### src/sv/tld_pkg.sv
// shared types and constants of the terminal line discipline
// used by the front end, back end, top level and checker, no dependencies
`default_nettype none

package tld_pkg;

  localparam int LINE_MAX_DEF = 60;
  localparam int Q_DEPTH_DEF  = 4;
  localparam int LEN_W        = 6;

  localparam logic [7:0] CH_CR = 8'h0D;
  localparam logic [7:0] CH_LF = 8'h0A;

  // mode_flags bit positions
  localparam int M_CRLF_IN = 0;
  localparam int M_CANON   = 1;
  localparam int M_ECHO    = 2;
  localparam int M_SIG     = 3;
  localparam int M_OPOST   = 4;

  localparam logic [4:0] MODE_MASK  = 5'h1F;
  localparam logic [4:0] MODE_RESET = 5'h1F;
  localparam logic [7:0] ERASE_RESET = 8'd8;
  localparam logic [7:0] EOL_RESET   = 8'd10;
  localparam logic [7:0] EOF_RESET   = 8'd4;
  localparam logic [7:0] INTR_RESET  = 8'd3;
  localparam logic [7:0] SUSP_RESET  = 8'd26;
  localparam logic [7:0] QUIT_RESET  = 8'd28;

  typedef enum logic [2:0] {
    CFG_MODE,
    CFG_ERASE,
    CFG_EOL,
    CFG_EOF,
    CFG_INTR,
    CFG_SUSP,
    CFG_QUIT
  } cfg_idx_t;

  localparam logic [1:0] KIND_ECHO = 2'd0;
  localparam logic [1:0] KIND_READ = 2'd1;
  localparam logic [1:0] KIND_SIG  = 2'd2;

  localparam logic [1:0] SIG_INTR = 2'd0;
  localparam logic [1:0] SIG_SUSP = 2'd1;
  localparam logic [1:0] SIG_QUIT = 2'd2;

  typedef enum logic [1:0] {
    TAIL_NONE,
    TAIL_SIG,
    TAIL_RAW,
    TAIL_LINE
  } tail_t;

  typedef struct packed {
    logic [4:0] mode;
    logic [7:0] erase_ch;
    logic [7:0] eol_ch;
    logic [7:0] eof_ch;
    logic [7:0] intr_ch;
    logic [7:0] susp_ch;
    logic [7:0] quit_ch;
  } cfg_t;

  // one queued job for the back end
  typedef struct packed {
    logic             echo_en;
    logic             crlf;
    tail_t            tail;
    logic [7:0]       ch;
    logic [1:0]       sig;
    logic [LEN_W-1:0] len;
  } cmd_t;

endpackage

`default_nettype wire

### src/sv/tld_ram.sv
// generic single write port, single read port ram with registered read
// no dependencies
`default_nettype none

module tld_ram #(
  parameter int WIDTH = 8,
  parameter int DEPTH = 61
) (
  input  wire logic                     clk,
  input  wire logic                     we,
  input  wire logic [$clog2(DEPTH)-1:0] waddr,
  input  wire logic [WIDTH-1:0]         wdata,
  input  wire logic                     re,
  input  wire logic [$clog2(DEPTH)-1:0] raddr,
  output logic      [WIDTH-1:0]         rdata
);

  logic [WIDTH-1:0] mem [DEPTH];

  always_ff @(posedge clk) begin
    if (we) begin
      mem[waddr] <= wdata;
    end
    if (re) begin
      rdata <= mem[raddr];
    end
  end

endmodule

`default_nettype wire

### src/sv/tld_fifo.sv
// short register queue that carries jobs from front end to back end
// no dependencies
`default_nettype none

module tld_fifo #(
  parameter int WIDTH = 8,
  parameter int DEPTH = 4
) (
  input  wire logic             clk,
  input  wire logic             rst_n,
  input  wire logic             push,
  input  wire logic [WIDTH-1:0] din,
  output logic                  full,
  input  wire logic             pop,
  output logic      [WIDTH-1:0] dout,
  output logic                  empty
);

  localparam int PW = (DEPTH > 1) ? $clog2(DEPTH) : 1;
  localparam int CW = $clog2(DEPTH + 1);

  logic [WIDTH-1:0] slot_r [DEPTH];
  logic [PW-1:0]    wr_ptr_r, wr_ptr_nxt;
  logic [PW-1:0]    rd_ptr_r, rd_ptr_nxt;
  logic [CW-1:0]    count_r, count_nxt;
  logic             do_push, do_pop;

  assign full    = (count_r == CW'(DEPTH));
  assign empty   = (count_r == '0);
  assign dout    = slot_r[rd_ptr_r];
  assign do_push = push && !full;
  assign do_pop  = pop && !empty;

  always_comb begin
    wr_ptr_nxt = wr_ptr_r;
    rd_ptr_nxt = rd_ptr_r;
    count_nxt  = count_r;
    if (do_push) begin
      wr_ptr_nxt = (wr_ptr_r == PW'(DEPTH - 1)) ? '0 : wr_ptr_r + 1'b1;
    end
    if (do_pop) begin
      rd_ptr_nxt = (rd_ptr_r == PW'(DEPTH - 1)) ? '0 : rd_ptr_r + 1'b1;
    end
    if (do_push && !do_pop) begin
      count_nxt = count_r + 1'b1;
    end else if (do_pop && !do_push) begin
      count_nxt = count_r - 1'b1;
    end
  end

  always_ff @(posedge clk) begin
    if (!rst_n) begin
      wr_ptr_r <= '0;
      rd_ptr_r <= '0;
      count_r  <= '0;
    end else begin
      wr_ptr_r <= wr_ptr_nxt;
      rd_ptr_r <= rd_ptr_nxt;
      count_r  <= count_nxt;
    end
  end

  always_ff @(posedge clk) begin
    if (do_push) begin
      slot_r[wr_ptr_r] <= din;
    end
  end

endmodule

`default_nettype wire

### src/sv/tld_front.sv
// front end: takes typed bytes, classifies them, keeps the line length,
// writes the line store and queues jobs; depends on tld_pkg
`default_nettype none

module tld_front #(
  parameter int LINE_MAX = tld_pkg::LINE_MAX_DEF,
  parameter int RAM_AW   = 6
) (
  input  wire logic                clk,
  input  wire logic                rst_n,
  input  wire tld_pkg::cfg_t       cfg,
  input  wire logic                in_valid,
  output logic                     in_ready,
  input  wire logic [7:0]          in_byte,
  input  wire logic                q_full,
  output logic                     q_push,
  output tld_pkg::cmd_t            q_cmd,
  input  wire logic                line_done,
  output logic                     ram_we,
  output logic      [RAM_AW-1:0]   ram_waddr,
  output logic      [7:0]          ram_wdata
);

  logic [tld_pkg::LEN_W-1:0] len_r, len_nxt;
  logic                      busy_r, busy_nxt;

  logic       acc;
  logic [7:0] ch;
  logic       canon, echo_on, is_erase, is_end, is_sig, has_room;
  logic [1:0] sig_code;

  assign in_ready  = !busy_r && !q_full;
  assign acc       = in_valid && in_ready;
  assign ram_waddr = len_r[RAM_AW-1:0];
  assign ram_wdata = ch;

  always_comb begin
    ch = in_byte;
    if (in_byte == tld_pkg::CH_CR && cfg.mode[tld_pkg::M_CRLF_IN]) begin
      ch = tld_pkg::CH_LF;
    end
    canon    = cfg.mode[tld_pkg::M_CANON];
    echo_on  = cfg.mode[tld_pkg::M_ECHO];
    has_room = len_r < tld_pkg::LEN_W'(LINE_MAX);
    // priority: erase, then end of line, then signal characters
    is_erase = canon && (ch == cfg.erase_ch);
    is_end   = canon && !is_erase && (ch == cfg.eol_ch || ch == cfg.eof_ch);
    is_sig   = !is_erase && !is_end && cfg.mode[tld_pkg::M_SIG] &&
               (ch == cfg.intr_ch || ch == cfg.susp_ch || ch == cfg.quit_ch);
    if (ch == cfg.intr_ch) begin
      sig_code = tld_pkg::SIG_INTR;
    end else if (ch == cfg.susp_ch) begin
      sig_code = tld_pkg::SIG_SUSP;
    end else begin
      sig_code = tld_pkg::SIG_QUIT;
    end
  end

  always_comb begin
    len_nxt       = len_r;
    busy_nxt      = busy_r;
    q_push        = 1'b0;
    ram_we        = 1'b0;
    q_cmd.echo_en = echo_on;
    q_cmd.tail    = tld_pkg::TAIL_NONE;
    q_cmd.ch      = ch;
    q_cmd.sig     = sig_code;
    q_cmd.len     = len_r + 1'b1;

    if (line_done) begin
      busy_nxt = 1'b0;
    end

    if (acc) begin
      if (is_erase) begin
        if (len_r != '0) begin
          len_nxt = len_r - 1'b1;
          q_push  = echo_on;
        end
      end else if (is_end) begin
        // eof is delivered but never echoed
        q_cmd.echo_en = echo_on && (ch == cfg.eol_ch);
        q_cmd.tail    = tld_pkg::TAIL_LINE;
        ram_we        = 1'b1;
        len_nxt       = '0;
        q_push        = 1'b1;
        busy_nxt      = 1'b1;
      end else if (is_sig) begin
        q_cmd.tail = tld_pkg::TAIL_SIG;
        len_nxt    = '0;
        q_push     = 1'b1;
      end else if (!canon) begin
        q_cmd.tail = tld_pkg::TAIL_RAW;
        q_push     = 1'b1;
      end else begin
        // line full: still echoed, not stored
        if (has_room) begin
          ram_we  = 1'b1;
          len_nxt = len_r + 1'b1;
        end
        q_push = echo_on;
      end
    end

    q_cmd.crlf = q_cmd.echo_en && cfg.mode[tld_pkg::M_OPOST] && (ch == tld_pkg::CH_LF);
  end

  always_ff @(posedge clk) begin
    if (!rst_n) begin
      len_r  <= '0;
      busy_r <= 1'b0;
    end else begin
      len_r  <= len_nxt;
      busy_r <= busy_nxt;
    end
  end

endmodule

`default_nettype wire

### src/sv/tld_back.sv
// back end: pops jobs and streams echo, signal and reader results through
// the output register, reading committed lines from the store; uses tld_pkg
`default_nettype none

module tld_back #(
  parameter int RAM_AW = 6
) (
  input  wire logic                clk,
  input  wire logic                rst_n,
  input  wire logic                q_empty,
  output logic                     q_pop,
  input  wire tld_pkg::cmd_t       q_cmd,
  output logic                     ram_re,
  output logic      [RAM_AW-1:0]   ram_raddr,
  input  wire logic [7:0]          ram_rdata,
  output logic                     line_done,
  output logic                     out_valid,
  input  wire logic                out_ready,
  output logic      [1:0]          out_kind,
  output logic      [7:0]          out_value,
  output logic                     out_last_of_run
);

  typedef enum logic [2:0] {
    S_IDLE,
    S_CR,
    S_ECHO,
    S_TAIL,
    S_LRD,
    S_LOUT
  } state_t;

  state_t                    state_r, state_nxt;
  tld_pkg::cmd_t             cmd_r, cmd_nxt;
  logic [tld_pkg::LEN_W-1:0] idx_r, idx_nxt;
  logic                      out_valid_r, out_valid_nxt;
  logic [1:0]                out_kind_r, out_kind_nxt;
  logic [7:0]                out_value_r, out_value_nxt;
  logic                      out_last_r, out_last_nxt;
  logic                      slot_free, idx_last;

  function automatic state_t after_echo(tld_pkg::tail_t t);
    state_t s;
    case (t)
      tld_pkg::TAIL_SIG,
      tld_pkg::TAIL_RAW:  s = S_TAIL;
      tld_pkg::TAIL_LINE: s = S_LRD;
      default:            s = S_IDLE;
    endcase
    return s;
  endfunction

  assign out_valid       = out_valid_r;
  assign out_kind        = out_kind_r;
  assign out_value       = out_value_r;
  assign out_last_of_run = out_last_r;
  assign ram_raddr       = idx_r[RAM_AW-1:0];
  assign slot_free       = !out_valid_r || out_ready;
  assign idx_last        = (idx_r + 1'b1) == cmd_r.len;

  always_comb begin
    state_nxt     = state_r;
    cmd_nxt       = cmd_r;
    idx_nxt       = idx_r;
    out_valid_nxt = out_valid_r && !out_ready;
    out_kind_nxt  = out_kind_r;
    out_value_nxt = out_value_r;
    out_last_nxt  = out_last_r;
    q_pop         = 1'b0;
    ram_re        = 1'b0;
    line_done     = 1'b0;

    case (state_r)
      S_IDLE: begin
        if (!q_empty) begin
          q_pop   = 1'b1;
          cmd_nxt = q_cmd;
          idx_nxt = '0;
          if (q_cmd.crlf) begin
            state_nxt = S_CR;
          end else if (q_cmd.echo_en) begin
            state_nxt = S_ECHO;
          end else begin
            state_nxt = after_echo(q_cmd.tail);
          end
        end
      end
      S_CR: begin
        if (slot_free) begin
          out_valid_nxt = 1'b1;
          out_kind_nxt  = tld_pkg::KIND_ECHO;
          out_value_nxt = tld_pkg::CH_CR;
          out_last_nxt  = 1'b0;
          state_nxt     = S_ECHO;
        end
      end
      S_ECHO: begin
        if (slot_free) begin
          out_valid_nxt = 1'b1;
          out_kind_nxt  = tld_pkg::KIND_ECHO;
          out_value_nxt = cmd_r.ch;
          out_last_nxt  = (cmd_r.tail == tld_pkg::TAIL_NONE);
          state_nxt     = after_echo(cmd_r.tail);
        end
      end
      S_TAIL: begin
        if (slot_free) begin
          out_valid_nxt = 1'b1;
          out_last_nxt  = 1'b1;
          if (cmd_r.tail == tld_pkg::TAIL_SIG) begin
            out_kind_nxt  = tld_pkg::KIND_SIG;
            out_value_nxt = 8'(cmd_r.sig);
          end else begin
            out_kind_nxt  = tld_pkg::KIND_READ;
            out_value_nxt = cmd_r.ch;
          end
          state_nxt = S_IDLE;
        end
      end
      S_LRD: begin
        ram_re    = 1'b1;
        state_nxt = S_LOUT;
      end
      S_LOUT: begin
        // read data holds until the next read, so waiting on the slot is safe
        if (slot_free) begin
          out_valid_nxt = 1'b1;
          out_kind_nxt  = tld_pkg::KIND_READ;
          out_value_nxt = ram_rdata;
          out_last_nxt  = idx_last;
          if (idx_last) begin
            line_done = 1'b1;
            state_nxt = S_IDLE;
          end else begin
            idx_nxt   = idx_r + 1'b1;
            state_nxt = S_LRD;
          end
        end
      end
      default: begin
        state_nxt = S_IDLE;
      end
    endcase
  end

  always_ff @(posedge clk) begin
    if (!rst_n) begin
      state_r     <= S_IDLE;
      out_valid_r <= 1'b0;
    end else begin
      state_r     <= state_nxt;
      out_valid_r <= out_valid_nxt;
    end
    cmd_r       <= cmd_nxt;
    idx_r       <= idx_nxt;
    out_kind_r  <= out_kind_nxt;
    out_value_r <= out_value_nxt;
    out_last_r  <= out_last_nxt;
  end

endmodule

`default_nettype wire

### src/sv/tty_line_discipline.sv
// a byte's result passes the job queue, the back end state register and the
// output register (a line commit without echo starts with a line store read);
// the back end takes one job at a time from the queue, then sends each echo or
// signal result, and per delivered line byte a store read, then the output
// register load; a line commit holds off input until its last byte is loaded, the queue of
// Q_DEPTH jobs absorbs other bytes; reset: synchronous, active low, restores
// register defaults, empties line, queue and output register, not the line store
`default_nettype none

module tty_line_discipline #(
  parameter int LINE_MAX = tld_pkg::LINE_MAX_DEF,
  parameter int Q_DEPTH  = tld_pkg::Q_DEPTH_DEF
) (
  input  wire logic       clk,
  input  wire logic       rst_n,
  input  wire logic       cfg_valid,
  output logic            cfg_ready,
  input  wire logic [2:0] cfg_index,
  input  wire logic [7:0] cfg_data,
  input  wire logic       in_valid,
  output logic            in_ready,
  input  wire logic [7:0] in_byte,
  output logic            out_valid,
  input  wire logic       out_ready,
  output logic      [1:0] out_kind,
  output logic      [7:0] out_value,
  output logic            out_last_of_run
);

  localparam int RAM_DEPTH = LINE_MAX + 1;
  localparam int RAM_AW    = $clog2(RAM_DEPTH);
  localparam int CMD_W     = $bits(tld_pkg::cmd_t);

  tld_pkg::cfg_t cfg_r, cfg_nxt;

  tld_pkg::cmd_t     push_cmd, pop_cmd;
  logic              q_push, q_pop, q_full, q_empty, line_done;
  logic              ram_we, ram_re;
  logic [RAM_AW-1:0] ram_waddr, ram_raddr;
  logic [7:0]        ram_wdata, ram_rdata;

  assign cfg_ready = 1'b1;

  always_comb begin
    cfg_nxt = cfg_r;
    if (cfg_valid) begin
      case (cfg_index)
        tld_pkg::CFG_MODE:  cfg_nxt.mode     = cfg_data[4:0] & tld_pkg::MODE_MASK;
        tld_pkg::CFG_ERASE: cfg_nxt.erase_ch = cfg_data;
        tld_pkg::CFG_EOL:   cfg_nxt.eol_ch   = cfg_data;
        tld_pkg::CFG_EOF:   cfg_nxt.eof_ch   = cfg_data;
        tld_pkg::CFG_INTR:  cfg_nxt.intr_ch  = cfg_data;
        tld_pkg::CFG_SUSP:  cfg_nxt.susp_ch  = cfg_data;
        tld_pkg::CFG_QUIT:  cfg_nxt.quit_ch  = cfg_data;
        default:            cfg_nxt          = cfg_r;
      endcase
    end
  end

  always_ff @(posedge clk) begin
    if (!rst_n) begin
      cfg_r.mode     <= tld_pkg::MODE_RESET;
      cfg_r.erase_ch <= tld_pkg::ERASE_RESET;
      cfg_r.eol_ch   <= tld_pkg::EOL_RESET;
      cfg_r.eof_ch   <= tld_pkg::EOF_RESET;
      cfg_r.intr_ch  <= tld_pkg::INTR_RESET;
      cfg_r.susp_ch  <= tld_pkg::SUSP_RESET;
      cfg_r.quit_ch  <= tld_pkg::QUIT_RESET;
    end else begin
      cfg_r <= cfg_nxt;
    end
  end

  tld_front #(
    .LINE_MAX (LINE_MAX),
    .RAM_AW   (RAM_AW)
  ) u_front (
    .clk       (clk),
    .rst_n     (rst_n),
    .cfg       (cfg_r),
    .in_valid  (in_valid),
    .in_ready  (in_ready),
    .in_byte   (in_byte),
    .q_full    (q_full),
    .q_push    (q_push),
    .q_cmd     (push_cmd),
    .line_done (line_done),
    .ram_we    (ram_we),
    .ram_waddr (ram_waddr),
    .ram_wdata (ram_wdata)
  );

  tld_fifo #(
    .WIDTH (CMD_W),
    .DEPTH (Q_DEPTH)
  ) u_queue (
    .clk   (clk),
    .rst_n (rst_n),
    .push  (q_push),
    .din   (push_cmd),
    .full  (q_full),
    .pop   (q_pop),
    .dout  (pop_cmd),
    .empty (q_empty)
  );

  tld_ram #(
    .WIDTH (8),
    .DEPTH (RAM_DEPTH)
  ) u_line_store (
    .clk   (clk),
    .we    (ram_we),
    .waddr (ram_waddr),
    .wdata (ram_wdata),
    .re    (ram_re),
    .raddr (ram_raddr),
    .rdata (ram_rdata)
  );

  tld_back #(
    .RAM_AW (RAM_AW)
  ) u_back (
    .clk             (clk),
    .rst_n           (rst_n),
    .q_empty         (q_empty),
    .q_pop           (q_pop),
    .q_cmd           (pop_cmd),
    .ram_re          (ram_re),
    .ram_raddr       (ram_raddr),
    .ram_rdata       (ram_rdata),
    .line_done       (line_done),
    .out_valid       (out_valid),
    .out_ready       (out_ready),
    .out_kind        (out_kind),
    .out_value       (out_value),
    .out_last_of_run (out_last_of_run)
  );

endmodule

`default_nettype wire

### config.mk
export PLATFORM = sky130hd
export DESIGN_NAME = tty_line_discipline
export DESIGN_NICKNAME = d
export VERILOG_FILES = /design/src/sv/tld_pkg.sv /design/src/sv/tld_ram.sv /design/src/sv/tld_fifo.sv /design/src/sv/tld_front.sv /design/src/sv/tld_back.sv /design/src/sv/tty_line_discipline.sv
export SDC_FILE = /design/constraint.sdc
export NUM_CORES = 1
export LEC_CHECK = 0
export ABC_AREA = 1
export BUFFER_PORTS_ARGS = -buffer_cell sky130_fd_sc_hd__buf_4
export CAP_MARGIN = 25
export CORE_ASPECT_RATIO = 1.4
export CORE_MARGIN = 3
export CORE_UTILIZATION = 25
export DETAILED_ROUTE_END_ITERATION = 6
export GPL_ROUTABILITY_DRIVEN = 1
export PLACE_DENSITY_LB_ADDON = 0.3
export SYNTH_ARGS = -nofsm -noshare
export SYNTH_HDL_FRONTEND = slang
export SYNTH_SLANG_ARGS = --single-unit
### constraint.sdc
create_clock -name clk -period 4.3 [get_ports clk]
set_input_delay 0.215 -clock clk [delete_from_list [all_inputs] [get_ports clk]]
set_output_delay 0.215 -clock clk [all_outputs]
set_load 0.02 [all_outputs]
# Yosys cells after proc, flatten, opt, wreduce, memory -nomap -nowiden
# Memories as Yosys holds them, arrays and structs flattened. A register that Yosys moved wholly into a read port is not among the register bits.
# Cells that the tools add are included.
# totals
reg_bits,106
ramBits,568
inputBits,24
out_inout_bits,14
word_cells,210
n_memories,2
# op_classes
addsub,7
magnitude_cmp,1
eq_ne,37
mux,82
bitwise_logic,1
reduce_logical,58
# memory_table
memory,words,width,rd,rd_clocked_by_memory_dff,write_ports,line_no,source
u_line_store.mem,61,8,1,1,1,tld_ram.sv:18,logic [WIDTH-1:0] mem [DEPTH];
u_queue.slot_r,4,20,1,1,1,tld_fifo.sv:22,logic [WIDTH-1:0] slot_r [DEPTH];
# op_table
cell,count
$mux 6,9
$eq 8x8->1,6
$mux 8,6
$mux 1,35
$pmux 8 s4,1
$mux 2,15
$mux 3,10
$eq 3x3->1 const B,6
$pmux 3 s6,1
$logic_and 1x1->1,17
$eq 8x4->1 const B,2
$reduce_and 2->1,8
$add 6x1->6 const B,2
$eq 2x2->1 const B,6
$eq 3x2->1 const B,4
$pmux 3 s2,2
$pmux 6 s2,1
$reduce_and 4->1,3
$reduce_bool 4->1,3
$ne 2x1->1 const B,5
$reduce_and 5->1,2
$logic_not 1->1,9
$logic_not 3->1,3
$eq 3x1->1 const B,2
other kinds (18),28

# Depth between registers and ports, before layout
# Gate-level depths: netlist of the first run.
# logic_depth
word_depth,21
mapped_depth,24
depth_no_buf,23

# Modules after synthesis
# From an unflattened synthesis of the first run, not the netlist that was laid out.
# hier_totals
hier_cells,2828
hier_area_um2,29629.7
# by_module_without_submodules
module,n_inst,cells_each,area_per_inst_um2,seq_area_each_um2
tld_ram,1,1788,20418.3,14894.3
tld_fifo,1,266,3440.8,2582.5
tty_line_discipline,1,298,2129.5,1061.0
tld_back,1,191,1911.8,1131.1
tld_front,1,285,1729.2,140.1

# Least setup slack after synthesis of the first run
# Ideal clock, no wire load.
# synth_path
path_kind,input to register
start,input port in_byte[6]
end,"memory u_queue.slot_r[0][0] (netlist bit), enable pin"
setup_ns,0.397
t_arrival_ns,3.248
required_time_ns,3.903
slack_ns,0.656
path_stages,16
n_path_buf,1
path_cell_list,buf_6 > inv_2 > nand2_2 > nor2_2 > nand3_4 > nand2_2 > nand2_1 > nand2_1 > nor2_1 > nand2_1 > nand2_2 > o21bai_1 > nand2_4 > nand3_1 > nand2_2 > nor2_1
# synth_lines
item,line_no,source
"start, declared",tty_line_discipline.sv:22,"input wire logic [7:0] in_byte,"
"end, declared",tld_fifo.sv:22,

==> results_dict.tcl, run 1 <==
set metrics [dict create \
    status "completed" \
    cts-buffers-inserted 61 \
    synth_enable_flop_cells 611 \
    die_y_um 403.6 \
    maxCapViolCount 0 \
    clk_latency_ps 650 \
    portBuffers 36 \
    pre_cts_ws_ps 643.6 \
    ctsResizeCount 0 \
    switching_share_pct 36.60 \
    dp_hpwl_um 49800 \
    irDropWorstVdd_uv 410.3 \
    arrival_ps 4140 \
    routed_wl_um 78510 \
    drtIter0Drc 1307 \
    vias 18370 \
    dr.pass1.iters 5 \
    cts-root-buf "clkbuf_16" \
    async_flop_share_pct 0 \
    slew_headroom_pct 36.55 \
    synthDistinctLibCells 47 \
    power_frac_seq_pct 39.9 \
    synth_largest_area_cell "edfxtp_1" \
    yosysWarnings 0 \
    ys_seq_area_share_pct 70.16 \
    htree_levels 2 \
    finish.utilization_pct 29.03 \
    power_switching_mw 7.495 \
    cts_buffer_depth 3 \
    ys_ff_latch 684 \
    num-nets-final 2486 \
    worst_slack_ps 724.1 \
    fmax_ghz 0.2797 \
    drive_gt1_share_pct 9.724 \
    io_pins 38 \
    cts_sinks 684 \
    fp.dieW_um 290.0 \
    ant_nets 0 \
    viasPerCell 4.628 \
    min_period_over_period_pct 83.16 \
    drc_errors 0 \
    dieArea_mm2 0.1171 \
    p_int_mw 12.98 \
    post_drt_wl_per_cell_um 19.78 \
    synthesis.area_mm2 0.02823 \
    track_usage_pct 12.97 \
    yosysMostFrequentCell "edfxtp_1" \
    antenna_found_initial 0 \
    leakage_nw 10.76 \
    cts_tree "built" \
    syn_inst 2415 \
    path_class "in -> reg" \
    num_rows 145 \
    synth_ff_type "edfxtp_1" \
    grt_pass1_vias 18180 \
    skew_ps 18.88 \
    syn_nets 2454 \
    grt_overflow_total 0 \
    setup_tns_ps 0 \
    max_slew.worst_pin.slew_ps 951.8 \
    endpoint_kind "flip-flop" \
    yosys.area.top_type_share_pct 64.99 \
    clkPwrFrac_pct 27.8 \
    syn_area_per_cell_um2 11.69 \
    area_growth_pct 14.93 \
    diodes 0 \
    gp_congestion 0.8442 \
    hold_violations 0 \
    setup_violations 0 \
    min_path_type "in -> reg" \
    period_needed_ps 3576 \
    cellPowerDensity_mw_per_mm2 631.1 \
    cp_max_fo 15 \
    coreArea_mm2 0.1118 \
    maxSlewViolCount 0 \
    cts_setup_buffers 0 \
    grt_pass1_wl_um 116100 \
    grt_max_degree 93 \
    synth.top_cells.by_count "edfxtp_1 (611), nor2_1 (533), o21ai_0 (385)" \
    initial_core_util_pct 25.26 \
    start_kind "primary input" \
    crit_required_ps 4870 \
    clk_pin_slew_ps 70 \
    pwr-share-comb_pct 32.3 \
    yosys-top-cells-area "edfxtp_1 (65%), nor2_1 (7.1%), o21ai_0 (6.8%)" \
    rsz0062_at_grt "no" \
    hold_ws_ps 80.85 \
]
==> metrics by stage <==
stage               power [mW]  area, um2  std cells
detailed placement       14.99      30280       3844
global route             21.50      32450       3969
finish                   20.48      32450       3969
floorplan                12.24      28230       2415
CTS                      20.70      32450       3969
global placement         14.98      30270       3843
==> path summary, 6_finish.rpt <==
kind,slack (ps),start,to,cells after the start
max,720,in_byte[4],u_queue.count_r[2],24
min,80,cfg_index[1],cfg_r[12],6
max reg2reg,800,cfg_r[48],u_queue.count_r[2],21
min reg2reg,470,cfg_r[51],cfg_r[51],2
==> flip-flops by register name (all words and copies together) (netlist names), 3 cells and up, named ones only <==
signal	count
u_line_store.mem	488
u_back.out_value	8
u_back.ram_raddr	6
u_line_store.rdata	8
u_queue.count_r	3
u_queue.slot_r	80
u_back.state_r	3
u_back.cmd_r	18
cfg_r	53
u_front.ram_waddr	6
==> power groups by stage <==
stage	logic (mW)	clock network, mW	registers [mW]
after floorplan	4.00	0	8.25
after global placement	6.66	0	8.32
after detailed placement	6.67	0	8.32
after CTS	6.70	5.83	8.17
after global routing	7.22	6.06	8.22
final	6.61	5.70	8.17
==> critical path, cell delays in order <==
cell and delay, ps:
dlygate4sd3_1 550, buf_4 210, inv_2 70, nand2_2 60
nor2_2 130, nand3_4 200, nand2_2 230, nand2_1 70
nand2_1 60, nor2_1 40, nand2_1 80, nand2_2 90
o21bai_1 340, nand2_4 240, nand3_1 230, nand2_2 140
inv_1 90, ha_1 130, inv_1 60, fa_1 380
o21ai_0 180, a21o_1 120, o21ai_0 70, a21oi_1 150
==> placed cells by master, fill, tap and decap left out, types with 5 or more instances in the layout <==
master,Yosys,final
edfxtp_1,611,611
nor2_1,533,528
o21ai_0,385,385
nand2_1,172,172
o22ai_1,160,160
buf_4,3,94
inv_1,94,90
dfxtp_1,73,73
clkbuf_16,0,61
nand3_1,51,51
a21oi_1,34,34
xnor2_1,25,25
clkinv_2,0,16
ha_1,14,14
xor2_1,12,12
mux2i_1,12,12
clkbuf_1,120,11
clkinv_1,4,10
dlygate4sd3_1,1,10
nor3_1,9,9
bufinv_16,0,9
nor2_2,3,8
nand2_2,8,8
o32ai_1,8,8
o211ai_1,7,7
inv_2,5,6
nand3b_1,6,6
nand3_4,6,6
o221ai_1,6,6
nand4_1,5,5
o31ai_1,5,5
==> cells by family (layout without fill, tap and decap cells) <==
kind of cell / Yosys count / after routing / synth area share (%)
multiplexers: 12 / 12 / 0.4255
other: 1 / 1 / 0.01328
buffers and inverters: 243 / 327 / 3.528
adder cells (fa/ha/maj): 15 / 15 / 0.6913
flip-flops: 684 / 684 / 70.16
XOR/XNOR: 37 / 37 / 1.148
AO/OA/AOI/OAI: 615 / 615 / 12.06
AND/OR/NAND/NOR: 808 / 808 / 11.97
==> layer usage <==
| metal | share of wire [%] | vias to the layer above | routed length (um) | track usage [%] |
|---|---|---|---|---|
| li1 | - | 8719 | - | - |
| met5 | 0 | - | 0 | 0 |
| met3 | 3.9 | 144 | 3088 | 1.638 |
| met4 | 5.2 | 0 | 4053 | 6.565 |
| met2 | 52 | 441 | 40990 | 23.88 |
| met1 | 39 | 9065 | 30370 | 14.67 |
==> cell type report <==
type                       instances  area (um2)
clock buffer                      75        1609
clock inverter                    40       454.2
fill                           11630       79310
inverter                         103       394.1
multi-input combinational       1488        7441
sequential                       684       19810
tap                             1470        1839
timing repair buffer             109       900.9
==> timing repair <==
action | CTS | global route
hold endpoints to repair | 63 | 0
hold buffers | 10 | 0
setup endpoints to repair | 0 | 0
(Power assumes the default switching activity.)
==> inputs of run 2 (changes only) <==
clock period = 3.7 ns   (was 4.3 ns; I/O delays follow)
==> run 2 against run 1 <==
Effect of this change: first-iteration DRC count decreased by 11%; register-to-register slack got worse by 370 ps; largest power group unchanged; sequential power increased by 17%; core utilization increased by 0.53 points; die area unchanged; clock skew increased by 4.4 ps; global-route usage decreased by 0.092 points; power increased by 17%; count of clock-buffer cells in the layout unchanged; routed wire length decreased by 1.5%; combinational power increased by 22%.
==> results_dict.tcl, run 2 (synthesis results as in run 1) <==
set metrics [dict create \
    status "completed" \
    min_period_over_period_pct 88.28 \
    grt_overflow_total 0 \
    largest_register_ffs 488 \
    cts-buffers-inserted 60 \
    slew_headroom_pct 36.30 \
    post_drt_wl_per_cell_um 19.12 \
    leakage_nw 11.16 \
    hold_ws_ps 56.74 \
    viasPerCell 4.520 \
    seq_area_mm2 0.01981 \
    worstRegToRegCells 21 \
    dieArea_mm2 0.1171 \
    gp_congestion 0.8342 \
    cp_max_fo 14 \
    fmax_ghz 0.3061 \
    cts-root-buf "clkbuf_16" \
    crit_required_ps 4260 \
    start_kind "flip-flop" \
    path_class "reg -> reg" \
    drtIter0Drc 1159 \
    irDropWorstVdd_uv 368.5 \
    worstHoldPathCells 6 \
    reg2reg_from "cfg_r[48]" \
    finish.utilization_pct 29.57 \
    diodes 0 \
    rsz0062_at_grt "no" \
    crit_path_start "cfg_r[48]" \
    stdcell_area_mm2 0.03304 \
    cts_tree "built" \
    fin_cells 4045 \
    pre_cts_ws_ps 346.9 \
    worst_slack_ps 433.5 \
    endpoint_kind "flip-flop" \
    maxCapViolCount 0 \
    track_usage_pct 12.88 \
    cts_buffer_depth 3 \
    num-nets-final 2562 \
    clk_latency_ps 650 \
    cts_sinks 684 \
    cellPowerDensity_mw_per_mm2 726.7 \
    ant_nets 0 \
    min_from "cfg_index[0]" \
    layout_common_cells "edfxtp_1 (611), nor2_1 (528), o21ai_0 (385)" \
    coreArea_mm2 0.1118 \
    io_pins 38 \
    grt_max_degree 73 \
    num_rows 145 \
    multi_input_area_mm2 0.007441 \
    max_slew.worst_pin.slew_ps 952.0 \
    dp_hpwl_um 50470 \
    arrival_ps 3830 \
    ctsResizeCount 0 \
    portBuffers 36 \
    htree_levels 2 \
    drc_errors 0 \
    placedCellCount 3921 \
    area_growth_pct 17.04 \
    cts_setup_buffers 0 \
    clk_pin_slew_ps 70 \
    routed_wl_um 77320 \
    fp.dieW_um 290.0 \
    initial_core_util_pct 25.26 \
    setup_violations 0 \
    grtUsageMet1_pct 14.47 \
    hold_violations 0 \
    dr.pass1.iters 5 \
    skew_ps 23.30 \
    placed_area_mm2 0.03094 \
    die_y_um 403.6 \
    antenna_found_initial 0 \
    min_path_type "in -> reg" \
    largest-register "u_line_store.mem" \
    period_needed_ps 3266 \
    power_mw 24.01 \
    maxSlewViolCount 0 \
    n_fill_cell 11530 \
    grtUsageMet2_pct 24.73 \
    setup_tns_ps 0 \
    grt_pass1_vias 18250 \
    grt_pass1_wl_um 115600 \
    largestRegisters "u_line_store.mem: 488 flops, u_queue.slot_r: 80 flops, cfg_r: 53 flops" \
    drive_gt1_share_pct 12.04 \
    vias 18290 \
    grt_busiest_layer "met2" \
    grtUsageMet3_pct 1.544 \
    final_common_cell "edfxtp_1" \
]
==> run 2: layout make-up <==
| cell class | count | share of cell area (%) |
|---|---|---|
| flip-flops and latches | 684 | 59.95 |
| multi-input cells | 1488 | 22.52 |
| well taps | 1470 | 5.566 |
| clock buffers | 75 | 5.002 |
| repair buffers | 186 | 4.718 |
| inverters | 103 | 1.189 |
| clock inverters | 39 | 1.060 |
==> run 2: final timing paths <==
check / endpoint / slack (ps)
setup / recovery: u_queue.count_r[2] / 430
hold / removal: cfg_r[35] / 60
setup reg to reg: u_queue.count_r[2] / 430
hold reg to reg: cfg_r[52] / 460
==> run 2: power by group <==
group          switching, mW  internal [mW]  total, mW
Clock                   2.83           3.59       6.42
Combinational           5.53           2.52       8.05
Sequential             0.350           9.19       9.54
Total                   8.71           15.3       24.0
==> run 2: timing repair <==
action,CTS,global route
hold buffers,10,0
endpoints found under the hold margin,56,0
endpoints found under the setup margin,0,0
==> run 2: layer usage <==
layer | vias to the layer above | share of wire (%)
met4 | 0 | 3.4
li1 | 8866 | -
met5 | - | 0
met2 | 358 | 54
met3 | 113 | 3.4
met1 | 8948 | 39
==> run 2: critical path, cell delays in order, from the launching register on <==
cell      delay, ps
dfxtp_1         350
nand2_1          90
nor2_4          110
nand3_4         200
nand2_2         210
nand2_1          70
nand2_1          60
nor2_1           40
nand2_1          90
nand2_2         100
o21bai_1        310
nand2_4          70
nand3_1         170
nand2_2         140
inv_1            90
ha_1            140
inv_1            70
fa_1            380
o21ai_0         180
a21o_1          110
o21ai_0          70
a21oi_1         150
==> inputs of run 3 (changes only) <==
CORE_ASPECT_RATIO = unset   (was 1.4)
==> run 3 against run 2 <==
Effect of this change: via count rose by 0.75%; critical path depth did not move; sequential share of layout area fell by 0.52 points; flip-flop and latch count did not move; global-route usage fell by 0.13 points; routed wire length fell by 2.0%; final cell count rose by 0.35%; first-iteration DRC count rose by 31%; design area rose by 0.87%; maximum frequency rose by 1.4%; combinational power fell by 5.6%; largest cell class unchanged; highest routed layer unchanged.
==> results_dict.tcl, run 3 (synthesis results as in run 1) <==
set metrics [dict create \
    largest-register "u_line_store.mem" \
    start_kind "flip-flop" \
    crit_path_start "cfg_r[48]" \
    fin_cells 4059 \
    cts-buffers-inserted 75 \
    final_common_cell "edfxtp_1" \
    reg2reg_slack_ps 480 \
    clk_latency_ps 600 \
    drive_gt1_share_pct 11.98 \
    endpoint_kind "flip-flop" \
    coreArea_mm2 0.1114 \
    stdcell_area_mm2 0.03333 \
    clk_pin_slew_ps 60 \
    worstRegToRegCells 21 \
    leakage_nw 11.27 \
    largestRegisters "u_line_store.mem: 488 flops, u_queue.slot_r: 80 flops, cfg_r: 53 flops" \
    cts_buffer_depth 3 \
    drtIter0Drc 1520 \
    cts_sinks 684 \
    r2r-end "u_queue.count_r[2]" \
    num_rows 122 \
    min_path_type "in -> reg" \
    vias 18420 \
    gp_congestion 0.7992 \
    setup_violations 0 \
    dp_hpwl_um 46060 \
    placed_area_mm2 0.03076 \
    largest_register_ffs 488 \
    viasPerCell 4.539 \
    max_slew.worst_pin.slew_ps 925.5 \
    portBuffers 36 \
    diodes 0 \
    post_drt_wl_per_cell_um 18.67 \
    rsz0062_at_grt "no" \
    cts_tree "built" \
    dieArea_mm2 0.1170 \
    period_needed_ps 3221 \
    slew_headroom_pct 38.07 \
    cts-root-buf "clkbuf_16" \
    path_class "reg -> reg" \
    routed_wl_um 75780 \
    io_pins 38 \
    grt_max_degree 88 \
    grt_overflow_total 0 \
    setup_tns_ps 0 \
    cp_max_fo 14 \
    min_period_over_period_pct 87.06 \
    maxSlewViolCount 0 \
    dr.pass1.iters 5 \
    initial_core_util_pct 25.34 \
    maxCapViolCount 0 \
    cts_setup_buffers 0 \
    crit_required_ps 4230 \
    grt_pass1_wl_um 113900 \
    num-nets-final 2554 \
    status "completed" \
    fmax_ghz 0.3104 \
    die_y_um 342.1 \
    skew_ps 25.76 \
    layout_common_cells "edfxtp_1 (611), nor2_1 (528), o21ai_0 (385)" \
    fp.dieW_um 342.1 \
    hold_violations 0 \
    cellPowerDensity_mw_per_mm2 739.9 \
    antenna_found_initial 0 \
    crit_path_end "u_queue.count_r[2]" \
    htree_levels 3 \
    ant_nets 0 \
    drc_errors 0 \
    area_growth_pct 18.05 \
    arrival_ps 3760 \
    placedCellCount 3915 \
    reg2reg_from "cfg_r[48]" \
    track_usage_pct 12.74 \
    grt_pass1_vias 17820 \
    irDropWorstVdd_uv 394.7 \
]
==> run 3: final cells by class <==
type	instances	area, um2
Fill cell	11500	78100
Sequential cell	684	19810
Multi-Input combinational cell	1488	7441
Clock buffer	91	2022
Tap cell	1488	1862
Timing Repair Buffer	163	1364
Clock inverter	42	440.4
Inverter	103	392.9
==> run 3: worst min-delay path by stage <==
| stage | cells after the start | from | endpoint | slack, ps |
|---|---|---|---|---|
| 4_1_cts | 6 | cfg_index[2] | cfg_r[26] | 50 |
| 6_report | 6 | cfg_index[2] | cfg_r[26] | 80 |
| 2_1_floorplan | 2 | cfg_data[2] | cfg_r[2] | 310 |
| 5_1_grt | 6 | cfg_index[2] | cfg_r[26] | 110 |
| 3_5_place_dp | 2 | cfg_r[3] | cfg_r[3] | 460 |
| 3_3_place_gp | 2 | cfg_r[35] | cfg_r[35] | 460 |
==> run 3: critical path, stage by stage, from the launching register on <==
cell      delay [ps]
dfxtp_1          350
nand2_1           90
nor2_4           110
nand3_4          190
nand2_2          180
nand2_1           70
nand2_1           50
nor2_1            40
nand2_1           90
nand2_2           90
o21bai_1         320
nand2_4           70
nand3_1          180
nand2_2          140
inv_1             90
ha_1             130
inv_1             70
fa_1             390
o21ai_0          180
a21o_1           110
o21ai_0           70
a21oi_1          150
==> run 3: metal layers <==
layer | share of wire [%] | vias up | GRT usage, %
met2 | 46 | 431 | 20.46
met3 | 4.7 | 124 | 1.880
met4 | 3.1 | 0 | 4.267
met5 | 0 | - | 0
met1 | 46 | 9002 | 17.62
li1 | - | 8866 | -
==> run 3: through the flow <==
step	hold slack [ps]	worst slack [ps]	total power, mW	utilization (%)
floorplan	311.1	85.66	14.23	-
global placement	461.2	438.8	17.35	27.60
detailed placement	463.3	385.7	17.35	27.60
CTS	49.28	468.3	24.93	29.91
global route	109.3	185.0	26.01	29.91
finish	80.52	478.7	24.66	29.91
==> run 3: what timing repair did <==
item,in CTS,in global routing
hold endpoints to repair,56,0
resized for setup,0,0
hold buffers,11,0
==> run 3: power by group <==
group | total, mW | internal (mW) | switching, mW
Sequential | 9.54 | 9.20 | 0.336
Clock | 7.52 | 4.51 | 3.01
Combinational | 7.60 | 2.27 | 5.33
